--- config.mk ---
export PLATFORM = sky130hd
export DESIGN_NAME = dirty_area_histogram_stats
export DESIGN_NICKNAME = d
export VERILOG_FILES = /design/src/hdl/dahs_pkg.sv /design/src/hdl/dirty_area_histogram_stats.sv /design/src/hdl/dahs_ctrl.sv /design/src/hdl/dahs_datapath.sv
export SDC_FILE = /design/constraint.sdc
export NUM_CORES = 2
export LEC_CHECK = 0
export ABC_AREA = 1
export BUFFER_PORTS_ARGS = -buffer_cell sky130_fd_sc_hd__buf_2
export CAP_MARGIN = 20
export CORE_MARGIN = 2
export CORE_UTILIZATION = 55
export CTS_CLUSTER_SIZE = 8
export DETAILED_ROUTE_END_ITERATION = 16
export GPL_TIMING_DRIVEN = 1
export PLACE_DENSITY = 0.71
export SYNTH_ARGS = -nofsm -noshare
export SYNTH_HDL_FRONTEND = slang
export SYNTH_SLANG_ARGS = --single-unit
--- constraint.sdc ---
create_clock -name clk -period 12.6 [get_ports clk]
set_clock_uncertainty 0.15 [all_clocks]
set_input_delay 0.63 -clock clk [delete_from_list [all_inputs] [get_ports clk]]
set_output_delay 0.63 -clock clk [all_outputs]
set_load 0.1 [all_outputs]
--- src/hdl/dahs_pkg.sv ---
// Shared types and constants for the dirty area histogram statistics block.
package dahs_pkg;

  // Field widths
  localparam int DIM_W      = 13;
  localparam int AREA_W     = 2 * DIM_W;
  localparam int REASON_W   = 64;
  localparam int DB_W       = 6;
  localparam int STATUS_W   = 3;
  localparam int SLOT_W     = 6;
  localparam int COUNT_W    = 64;
  localparam int BIN_W      = 32;
  localparam int CFG_IDX_W  = 2;
  localparam int CFG_DATA_W = 13;

  // Top reason bit: its mask covers every bit from here up to the MSB
  localparam int SIGN_BIT = 31;
  localparam int DB_TOP   = 32;

  // Rounding of the bin index, and divide-by-ten via reciprocal
  localparam int ROUND_SCALE = 10;
  localparam int ROUND_HALF  = 5;
  localparam int RECIP_10    = 205;
  localparam int RECIP_SHIFT = 11;
  localparam int RX_W        = 11;
  localparam int RPROD_W     = 22;

  // Register reset values
  localparam logic             RST_ENABLE      = 1'b0;
  localparam logic [DIM_W-1:0] RST_SCREEN_W    = 13'd1080;
  localparam logic [DIM_W-1:0] RST_SCREEN_H    = 13'd2400;
  localparam logic [DB_W-1:0]  RST_DISABLE_BIT = 6'd1;

  typedef enum logic [STATUS_W-1:0] {
    ST_OK        = 3'd0,
    ST_SKIP      = 3'd1,
    ST_OFF       = 3'd2,
    ST_ZERO_AREA = 3'd3,
    ST_RANGE     = 3'd4
  } status_t;

  typedef enum logic {
    OP_FRAME = 1'b0,
    OP_READ  = 1'b1
  } opcode_t;

  typedef enum logic [CFG_IDX_W-1:0] {
    CFG_ENABLE      = 2'd0,
    CFG_SCREEN_W    = 2'd1,
    CFG_SCREEN_H    = 2'd2,
    CFG_DISABLE_BIT = 2'd3
  } cfg_idx_t;

  typedef enum logic [3:0] {
    S_IDLE,
    S_CHECK,
    S_SCALE,
    S_DIV,
    S_BIN,
    S_INC_RD,
    S_INC_WR,
    S_EMIT,
    S_RD_FRAME,
    S_RD_MEM
  } state_t;

  // Controller to datapath
  typedef struct packed {
    logic    load;
    logic    check;
    logic    count_frame;
    logic    set_status;
    status_t status_code;
    logic    scale;
    logic    div_step;
    logic    bin;
    logic    mem_rd;
    logic    mem_inc;
    logic    emit_frame;
    logic    sweep_start;
    logic    sweep_step;
    logic    clear_all;
  } cmd_t;

  // Datapath to controller
  typedef struct packed {
    logic enabled;
    logic skip;
    logic reason_zero;
    logic reason_hit;
    logic full_zero;
    logic out_of_range;
    logic div_last;
    logic sweep_last;
  } stat_t;

endpackage

--- src/hdl/dirty_area_histogram_stats.sv ---
// A frame event gives a single result, registered from the S_EMIT state; area bins take longest,
// as they pass the bit-serial divider of NUM_W steps (34 at 25 bins).
// A read puts 1+AREA_BINS+REASON_BITS results on consecutive cycles, the first registered from
// the S_RD_FRAME state, one counter memory read per cycle; busy is high until the last is out.
// A new command is taken only while busy is low, after a frame or a read has finished.
// Results cannot be stalled. Reset: synchronous, clears counters and config.
module dirty_area_histogram_stats import dahs_pkg::*; #(
  parameter int AREA_BINS   = 25,
  parameter int REASON_BITS = 32
) (
  input  logic                  clk,
  input  logic                  rst,
  input  logic                  start,
  output logic                  busy,
  input  logic                  opcode,
  input  logic [DIM_W-1:0]      dirty_width,
  input  logic [DIM_W-1:0]      dirty_height,
  input  logic [REASON_W-1:0]   reason,
  output logic                  strobe,
  output logic [STATUS_W-1:0]   status,
  output logic [SLOT_W-1:0]     slot,
  output logic [COUNT_W-1:0]    count,
  output logic                  last,
  input  logic                  cfg_valid,
  output logic                  cfg_ready,
  input  logic [CFG_IDX_W-1:0]  cfg_index,
  input  logic [CFG_DATA_W-1:0] cfg_data
);

  cmd_t  cmd;
  stat_t stat;

  assign cfg_ready = 1'b1;

  dahs_ctrl u_ctrl (
    .clk    (clk),
    .rst    (rst),
    .start  (start),
    .opcode (opcode),
    .stat   (stat),
    .cmd    (cmd),
    .busy   (busy)
  );

  dahs_datapath #(
    .AREA_BINS   (AREA_BINS),
    .REASON_BITS (REASON_BITS)
  ) u_datapath (
    .clk          (clk),
    .rst          (rst),
    .cmd          (cmd),
    .stat         (stat),
    .dirty_width  (dirty_width),
    .dirty_height (dirty_height),
    .reason       (reason),
    .cfg_we       (cfg_valid && cfg_ready),
    .cfg_index    (cfg_index),
    .cfg_data     (cfg_data),
    .strobe       (strobe),
    .status       (status),
    .slot         (slot),
    .count        (count),
    .last         (last)
  );

endmodule

--- src/hdl/dahs_ctrl.sv ---
// Sequencing state machine for frame events and counter reads.
module dahs_ctrl import dahs_pkg::*; (
  input  logic  clk,
  input  logic  rst,
  input  logic  start,
  input  logic  opcode,
  input  stat_t stat,
  output cmd_t  cmd,
  output logic  busy
);

  state_t state;
  state_t state_next;

  // State register
  always_ff @(posedge clk) begin
    if (rst) begin
      state <= S_IDLE;
    end else begin
      state <= state_next;
    end
  end

  // Next state
  always_comb begin
    state_next = state;
    case (state)
      S_IDLE: begin
        if (start) begin
          state_next = (opcode == OP_READ) ? S_RD_FRAME : S_CHECK;
        end
      end
      S_CHECK: begin
        if (!stat.enabled || stat.skip) begin
          state_next = S_EMIT;
        end else if (stat.reason_zero) begin
          state_next = S_SCALE;
        end else if (stat.reason_hit) begin
          state_next = S_INC_RD;
        end else begin
          state_next = S_EMIT;
        end
      end
      S_SCALE: begin
        state_next = stat.full_zero ? S_EMIT : S_DIV;
      end
      S_DIV: begin
        if (stat.div_last) begin
          state_next = S_BIN;
        end
      end
      S_BIN: begin
        state_next = stat.out_of_range ? S_EMIT : S_INC_RD;
      end
      S_INC_RD:   state_next = S_INC_WR;
      S_INC_WR:   state_next = S_EMIT;
      S_EMIT:     state_next = S_IDLE;
      S_RD_FRAME: state_next = S_RD_MEM;
      S_RD_MEM: begin
        if (stat.sweep_last) begin
          state_next = S_IDLE;
        end
      end
      default:    state_next = S_IDLE;
    endcase
  end

  // Commands to the datapath
  always_comb begin
    cmd             = '0;
    cmd.status_code = ST_OK;
    busy            = (state != S_IDLE);
    case (state)
      S_IDLE: begin
        cmd.load = start;
      end
      S_CHECK: begin
        cmd.check      = 1'b1;
        cmd.set_status = 1'b1;
        if (!stat.enabled) begin
          cmd.status_code = ST_OFF;
        end else if (stat.skip) begin
          cmd.status_code = ST_SKIP;
        end else begin
          cmd.count_frame = 1'b1;
        end
      end
      S_SCALE: begin
        cmd.scale = 1'b1;
        if (stat.full_zero) begin
          cmd.set_status  = 1'b1;
          cmd.status_code = ST_ZERO_AREA;
        end
      end
      S_DIV: begin
        cmd.div_step = 1'b1;
      end
      S_BIN: begin
        if (stat.out_of_range) begin
          cmd.set_status  = 1'b1;
          cmd.status_code = ST_RANGE;
        end else begin
          cmd.bin = 1'b1;
        end
      end
      S_INC_RD:   cmd.mem_rd = 1'b1;
      S_INC_WR:   cmd.mem_inc = 1'b1;
      S_EMIT:     cmd.emit_frame = 1'b1;
      S_RD_FRAME: cmd.sweep_start = 1'b1;
      S_RD_MEM: begin
        cmd.sweep_step = 1'b1;
        cmd.clear_all  = stat.sweep_last;
      end
      default: begin
        cmd = '0;
      end
    endcase
  end

  // An accepted beat always leaves idle
  a_leave_idle: assert property (@(posedge clk) disable iff (rst)
    (state == S_IDLE) && start |=> (state == S_CHECK) || (state == S_RD_FRAME))
    else $error("accepted beat did not start work");

  // The read sweep runs until its final entry
  a_sweep_holds: assert property (@(posedge clk) disable iff (rst)
    (state == S_RD_MEM) && !stat.sweep_last |=> (state == S_RD_MEM))
    else $error("read sweep ended early");

endmodule

--- src/hdl/dahs_datapath.sv ---
// Datapath: configuration, counters, area divider and counter memory.
module dahs_datapath import dahs_pkg::*; #(
  parameter int AREA_BINS   = 25,
  parameter int REASON_BITS = 32
) (
  input  logic                  clk,
  input  logic                  rst,
  input  cmd_t                  cmd,
  output stat_t                 stat,
  input  logic [DIM_W-1:0]      dirty_width,
  input  logic [DIM_W-1:0]      dirty_height,
  input  logic [REASON_W-1:0]   reason,
  input  logic                  cfg_we,
  input  logic [CFG_IDX_W-1:0]  cfg_index,
  input  logic [CFG_DATA_W-1:0] cfg_data,
  output logic                  strobe,
  output logic [STATUS_W-1:0]   status,
  output logic [SLOT_W-1:0]     slot,
  output logic [COUNT_W-1:0]    count,
  output logic                  last
);

  localparam int ENTRIES   = AREA_BINS + REASON_BITS;
  localparam int MEM_AW    = $clog2(ENTRIES);
  localparam int SCALE_K   = ROUND_SCALE * (AREA_BINS - 1);
  localparam int NUM_W     = AREA_W + $clog2(SCALE_K);
  localparam int DCNT_W    = $clog2(NUM_W);
  localparam int RIDX_W    = (REASON_BITS > 1) ? $clog2(REASON_BITS) : 1;
  localparam int RANGE_LIM = ROUND_SCALE * AREA_BINS - ROUND_HALF;

  // Configuration registers
  logic              enable_q;
  logic [DIM_W-1:0]  screen_w;
  logic [DIM_W-1:0]  screen_h;
  logic [DB_W-1:0]   disable_bit;

  // Latched input beat
  logic [DIM_W-1:0]    w_q;
  logic [DIM_W-1:0]    h_q;
  logic [REASON_W-1:0] reason_q;

  // Arithmetic
  logic [AREA_W-1:0] wh;
  logic [AREA_W-1:0] full;
  logic [NUM_W-1:0]  num;
  logic [NUM_W-1:0]  quo;
  logic [AREA_W-1:0] rem;
  logic [DCNT_W-1:0] dcnt;
  logic [AREA_W:0]   trial;
  logic              trial_ge;
  logic [RX_W-1:0]   rx;
  logic [RPROD_W-1:0] rprod;
  logic [MEM_AW-1:0] bin_idx;

  // Reason decode
  logic                   top_any;
  logic [REASON_BITS-1:0] eff;
  logic                   hit;
  logic [RIDX_W-1:0]      hit_idx;
  logic                   skip;
  logic [DB_W-1:0]        db_m1;

  // Counters and memory
  logic [COUNT_W-1:0] frame_total;
  status_t            status_q;
  logic [MEM_AW-1:0]  addr;
  logic [MEM_AW-1:0]  ptr;
  logic [BIN_W-1:0]   mem [ENTRIES];
  logic [ENTRIES-1:0] valid;
  logic [BIN_W-1:0]   rdata;
  logic               rvalid;
  logic [MEM_AW-1:0]  raddr;
  logic               mem_re;
  logic [BIN_W-1:0]   entry_val;
  logic               sweep_last;
  logic [31:0]        slot_wide;

  // Accept configuration writes
  always_ff @(posedge clk) begin
    if (rst) begin
      enable_q    <= RST_ENABLE;
      screen_w    <= RST_SCREEN_W;
      screen_h    <= RST_SCREEN_H;
      disable_bit <= RST_DISABLE_BIT;
    end else if (cfg_we) begin
      case (cfg_index)
        CFG_ENABLE:      enable_q    <= cfg_data[0];
        CFG_SCREEN_W:    screen_w    <= cfg_data;
        CFG_SCREEN_H:    screen_h    <= cfg_data;
        CFG_DISABLE_BIT: disable_bit <= cfg_data[DB_W-1:0];
        default: ;
      endcase
    end
  end

  // Hold the input beat
  always_ff @(posedge clk) begin
    if (cmd.load) begin
      w_q      <= dirty_width;
      h_q      <= dirty_height;
      reason_q <= reason;
    end
  end

  // Effective reason bits; the top one folds in every higher bit
  always_comb begin
    top_any = |reason_q[REASON_W-1:SIGN_BIT];
    for (int j = 0; j < REASON_BITS; j++) begin
      eff[j] = (j < SIGN_BIT) ? reason_q[j] : top_any;
    end
    hit     = 1'b0;
    hit_idx = '0;
    for (int j = REASON_BITS - 1; j >= 0; j--) begin
      if (eff[j]) begin
        hit     = 1'b1;
        hit_idx = RIDX_W'(j);
      end
    end
  end

  // Skip test against the one-based disable bit
  always_comb begin
    db_m1 = disable_bit - DB_W'(1);
    skip  = 1'b0;
    if (disable_bit == DB_W'(DB_TOP)) begin
      skip = top_any;
    end else if ((disable_bit != '0) && (disable_bit < DB_W'(DB_TOP))) begin
      skip = reason_q[db_m1[4:0]];
    end
  end

  // Restoring divider step
  assign trial    = {rem, num[NUM_W-1]};
  assign trial_ge = (trial >= {1'b0, full});

  // Round the quotient into a bin: (q + 5) / 10 by reciprocal
  assign rx      = RX_W'(quo[9:0]) + RX_W'(ROUND_HALF);
  assign rprod   = RPROD_W'(rx) * RPROD_W'(RECIP_10);
  assign bin_idx = MEM_AW'(rprod >> RECIP_SHIFT);

  // Area products, scaling and division
  always_ff @(posedge clk) begin
    if (cmd.check) begin
      wh   <= AREA_W'(w_q) * AREA_W'(h_q);
      full <= AREA_W'(screen_w) * AREA_W'(screen_h);
    end
    if (cmd.scale) begin
      num  <= NUM_W'(wh) * NUM_W'(SCALE_K);
      quo  <= '0;
      rem  <= '0;
      dcnt <= DCNT_W'(NUM_W - 1);
    end else if (cmd.div_step) begin
      rem  <= trial_ge ? AREA_W'(trial - {1'b0, full}) : trial[AREA_W-1:0];
      num  <= {num[NUM_W-2:0], 1'b0};
      quo  <= {quo[NUM_W-2:0], trial_ge};
      dcnt <= dcnt - DCNT_W'(1);
    end
  end

  // Target entry of the increment
  always_ff @(posedge clk) begin
    if (cmd.check) begin
      addr <= MEM_AW'(AREA_BINS) + MEM_AW'(hit_idx);
    end else if (cmd.bin) begin
      addr <= bin_idx;
    end
  end

  // Frame count
  always_ff @(posedge clk) begin
    if (rst || cmd.clear_all) begin
      frame_total <= '0;
    end else if (cmd.count_frame) begin
      frame_total <= frame_total + COUNT_W'(1);
    end
  end

  // Frame result status
  always_ff @(posedge clk) begin
    if (cmd.load) begin
      status_q <= ST_OK;
    end else if (cmd.set_status) begin
      status_q <= cmd.status_code;
    end
  end

  // Sweep pointer
  always_ff @(posedge clk) begin
    if (cmd.sweep_start) begin
      ptr <= '0;
    end else if (cmd.sweep_step) begin
      ptr <= ptr + MEM_AW'(1);
    end
  end

  assign sweep_last = (ptr == MEM_AW'(ENTRIES - 1));

  // Memory read address and enable
  always_comb begin
    raddr = addr;
    if (cmd.sweep_start) begin
      raddr = '0;
    end else if (cmd.sweep_step) begin
      raddr = ptr + MEM_AW'(1);
    end
    mem_re = cmd.mem_rd || cmd.sweep_start || (cmd.sweep_step && !sweep_last);
  end

  assign entry_val = rvalid ? rdata : '0;

  // Counter memory
  always_ff @(posedge clk) begin
    if (cmd.mem_inc) begin
      mem[addr] <= entry_val + BIN_W'(1);
    end
    if (mem_re) begin
      rdata  <= mem[raddr];
      rvalid <= valid[raddr];
    end
  end

  // Entry valid bits; drop them all after a read
  always_ff @(posedge clk) begin
    if (rst || cmd.clear_all) begin
      valid <= '0;
    end else if (cmd.mem_inc) begin
      valid[addr] <= 1'b1;
    end
  end

  assign slot_wide = 32'(ptr) + 32'd1;

  // Result register
  always_ff @(posedge clk) begin
    if (rst) begin
      strobe <= 1'b0;
    end else begin
      strobe <= cmd.emit_frame || cmd.sweep_start || cmd.sweep_step;
    end
    if (cmd.emit_frame) begin
      status <= status_q;
      slot   <= '0;
      count  <= '0;
      last   <= 1'b1;
    end else if (cmd.sweep_start) begin
      status <= ST_OK;
      slot   <= '0;
      count  <= frame_total;
      last   <= 1'b0;
    end else if (cmd.sweep_step) begin
      status <= ST_OK;
      slot   <= slot_wide[SLOT_W-1:0];
      count  <= COUNT_W'(entry_val);
      last   <= sweep_last;
    end
  end

  assign stat.enabled      = enable_q;
  assign stat.skip         = skip;
  assign stat.reason_zero  = (reason_q == '0);
  assign stat.reason_hit   = hit;
  assign stat.full_zero    = (full == '0);
  assign stat.out_of_range = (quo >= NUM_W'(RANGE_LIM));
  assign stat.div_last     = (dcnt == '0);
  assign stat.sweep_last   = sweep_last;

  // An increment always follows its read
  a_inc_after_read: assert property (@(posedge clk) disable iff (rst)
    cmd.mem_inc |-> $past(cmd.mem_rd))
    else $error("increment without preceding read");

  // Divider remainder stays below the divisor
  a_rem_bound: assert property (@(posedge clk) disable iff (rst)
    cmd.div_step |=> (rem < full))
    else $error("divider remainder out of bound");

  // A completed read leaves every entry cleared
  a_clear_after_read: assert property (@(posedge clk) disable iff (rst)
    cmd.clear_all |=> (valid == '0) && (frame_total == '0))
    else $error("stores not cleared after read");

endmodule
==> key figures <==
Status
  • Status: complete, but fails checks
  • Failing checks: design-rule violations

Setup path
  • Crit Path Category: register to register
  • CP arrival: 7180 ps
  • Worst path most repeated cell: inv_1
  • CP max stage cell: dfxtp_1
  • Slowest stage delay, CP: 720 ps
  • Crit path max fanout: 14
  • Critical Path RT: 13,080 ps
  • Setup crit start kind: register
  • FF-to-FF path depth: 32
  • Crit end category: register
  • R2r setup slk: 5910 ps
  • Cell count along the critical path: 32
  • CP delay by family, top: adder cells
  • Buf+Inv Stages, Crit Path: 6

Floorplan
  • Die Ht: 445 µm
  • Initial core utilization: 0.554
  • Chip Width: 445 µm
  • IO Count: 187
  • Area of the core: 0.193 mm²
  • # rows: 161
  • Die ar.: 0.198 mm²

Layout
  • Proportion of layout cells with a drive suffix above 1: 0.0885
  • Storage element area: 0.0673 mm²
  • Area occupied by multi-input gates: 0.0355 mm²
  • Nets: 10,400
  • Post-route cell area: 0.122 mm²
  • Post-route insts no fill: 12,400
  • # fillers: approximately 14,000
  • Area Overhead vs Synth: 13.8%

STA
  • Final setup violation count: 0
  • Fin crit share: 0.531
  • Final min period: between 6000 and 7000 ps
  • RSZ-0062 raised after global routing: false
  • Fmax: 149 MHz
  • Worst slew pin tran: 1170 ps
  • Final number of max-transition violations: 0
  • Final-report hold violation count: 0
  • Slew HR: 0.222
  • Setup TNS: 0 ps

Drt
  • Iteration-0 DRC count of the detailed router: between 10,000 and 15,000
  • DR WL met3: ~39 mm
  • Avg Vias per Cell: around 6.2
  • Final ANT Viol Nets: 0
  • Drt pass-1 iters: 12
  • Top sig layer: met5
  • Remaining DRCs: 1
  • Vias post-DR: 76,600
  • Met2 routed WL: 136 mm
  • DRT Wirelength: 304 mm
  • Routed met1 length: 116 mm
  • DR WL/cell: 24.5 µm

Global route
  • Vias in the first global route: about 75,000
  • First-pass GRT wire length: ~460 mm
  • GRT Total Usage: 0.304
  • Initial antenna violation count: 13
  • GR Overflow Total: 0
  • Largest net degree at the start of global routing: 173

Synthesis
  • Yosys reg bits: between 2,000 and 2,500
  • Post-synth EDFFs: 2,038
  • Ranking of synthesized cells by instance count: edfxtp_1 (2,038), nor2_1 (1,584), o21ai_0 (1,418), inv_1 (785), nand2_1 (780)
  • Synth Cell Area: 0.107 mm²
  • Synth top area share: 0.573
  • Top FF cell, synth: edfxtp_1
  • Async set or reset register ratio after synthesis: 0
  • Syn Inst Count: 9,461
  • Netlist cell types: 62
  • Syn Nets: around 10,000
  • Most common cell in the netlist: edfxtp_1
  • Post-synth top area cell: edfxtp_1
  • Mean Syn Cell Area: 11.3 µm²
  • Seq/Total Area, Yosys: 0.630
  • Syn. warnings: 0
  • Largest cells by area after synthesis: edfxtp_1 (57%), o21ai_0 (6.6%), fa_1 (5.8%)

Clock network
  • Clock buffer depth: 4
  • H-tree lvl count: 5
  • Clock slew at reported path FFs: 50 ps
  • Number of CTS-inserted buffers: between 300 and 400
  • Postcts setup bufs: 0
  • Clock root buffer: clkbuf_16
  • Clk sinks: 2,343
  • CTS tree: built
  • Clk Latency, worst-skew pair: 960 ps

Place
  • Quantity of I/O buffers inserted on ports: between 150 and 200
  • GP Congestion: 0.911
  • DP Area: 0.111 mm²
  • DP Wirelength: between 150 and 200 mm
  • DP Cell Count: between 10,000 and 15,000

Power and ir drop
  • Switching part of the total: 0.438
  • Sequential power share: 0.283
  • P_sw: 16.4 mW
  • Cell-internal power: 21.1 mW
  • Combinational share of power: 0.502
  • VDD IR-drop max: 0.437 mV
  • Clock power share: 0.215
  • Power Dens Cells: about 300 mW/mm²
  • Leak: 44.8 nW

Job
  • Max Cap Violations: 0

Min path
  • Tightest Hold Check Type: input port to register
  • Worst hold path cell count: 2
[kinds of logic (layout without fill, tap and decap cells)]
family                     count (synthesis)  after routing  share of synthesized area
and+or+nand+nor                         2668           2668                     0.0999
AOI/OAI and AO/OA                       2412           2412                      0.124
DFF                                     2343           2343                      0.630
buffers and inverters                   1335           1736                     0.0472
adders and majority gates                567            567                     0.0883
xor gates and xnor gates                 135            135                     0.0111
other                                      1              4                  0.0000351
[layout by cell type (no fill, tap or decap), types with 9 or more instances in the layout]
master         Yosys  routed
nand4_1           38      38
buf_2              2     185
a21oi_1          220     215
o21ai_1           26      25
edfxtp_1        2038    2038
o221ai_1          42      42
inv_1            785     780
o21ai_0         1418    1416
nand2_1          780     776
nor2_4             5      65
nand3_1          108     107
nor2_1          1584    1523
o21bai_1          11      11
clkbuf_1         508     110
ha_1             255     254
buf_12             0       9
fa_1             312     312
a211oi_1          28      28
xor2_4             0      16
nor2_2             8       9
o22ai_1          611     611
o211ai_1          14      14
clkbuf_16          0     346
nor4_1            40      38
xnor2_1           40      31
a31oi_1            9       9
o21a_1            11      11
xnor2_2            1      10
inv_2             15      17
dfxtp_1          305     305
xor2_1            94      78
dlygate4sd3_1      0     109
nor3_1            72      72
buf_4              3     155
[state kept, by name (all words and copies together), names as in the netlist, 26 cells and up]
| register | flops |
|---|---|
| u_datapath.valid | 57 |
| u_datapath.frame_total | 64 |
| u_datapath.rem | 26 |
| u_datapath.rdata | 32 |
| u_datapath.count | 64 |
| u_datapath.num | 30 |
| u_datapath.mem | 1824 |
| u_datapath.reason_q | 64 |
| u_datapath.wh | 26 |
| u_datapath.full | 26 |
| u_datapath.quo | 34 |
[repair_timing]
action	CTS	global route
endpoints found under the hold margin	127	0
hold buffers	109	0
resized for setup	0	0
[power groups by stage]
stage	logic, mW	registers (mW)	clock network (mW)
6_report	18.8	10.6	8.08
5_1_grt	20.8	10.6	8.45
4_1_cts	18.6	10.6	8.14
3_5_place_dp	18.4	10.7	0
3_3_place_gp	18.0	10.7	0
2_1_floorplan	12.4	11.0	0
[worst reg2reg max path: cells and delay by family, from the launching register on]
family / cells / cell delay, ps
fa+ha+maj: 6 / 2760
buf+inv: 6 / 300
flops: 1 / 720
simple gates: 9 / 790
xor+xnor: 1 / 120
compound gates: 10 / 1580
[metrics by stage]
step	setup slack (ps)	total power, mW	util	hold WS (ps)
6_report	5910	37.5	0.631	294
4_1_cts	5870	37.3	0.631	232
3_5_place_dp	5930	29.1	0.577	289
3_3_place_gp	5900	28.7	0.577	285
5_1_grt	5360	39.9	0.631	265
2_1_floorplan	6500	23.5	-	276
[per-layer routing]
layer | vias up | track usage
li1 | 33800 | -
met1 | 37200 | 0.416
met2 | 4809 | 0.466
met3 | 798 | 0.0727
met4 | 8 | 0.130
met5 | - | 0
[layout make-up]
class	instances	area share
flip-flops and latches	2343	0.553
multi-input cells	5783	0.292
clock buffers	457	0.0747
repair buffers	459	0.0278
well taps	2526	0.0260
inverters	804	0.0250
clock inverters	16	0.00126
diodes	3	0.0000617
[path summary, 6_finish.rpt]
check / endpoint / start
worst max-delay path: u_datapath.full[25] / u_datapath.screen_w[4]
worst max register to register: u_datapath.full[25] / u_datapath.screen_w[4]
worst min-delay path: u_datapath.h_q[11] / dirty_height[11]
worst min register to register: u_datapath.count[61] / u_datapath.count[61]
Note: power is estimated with default switching activity, not from simulation.
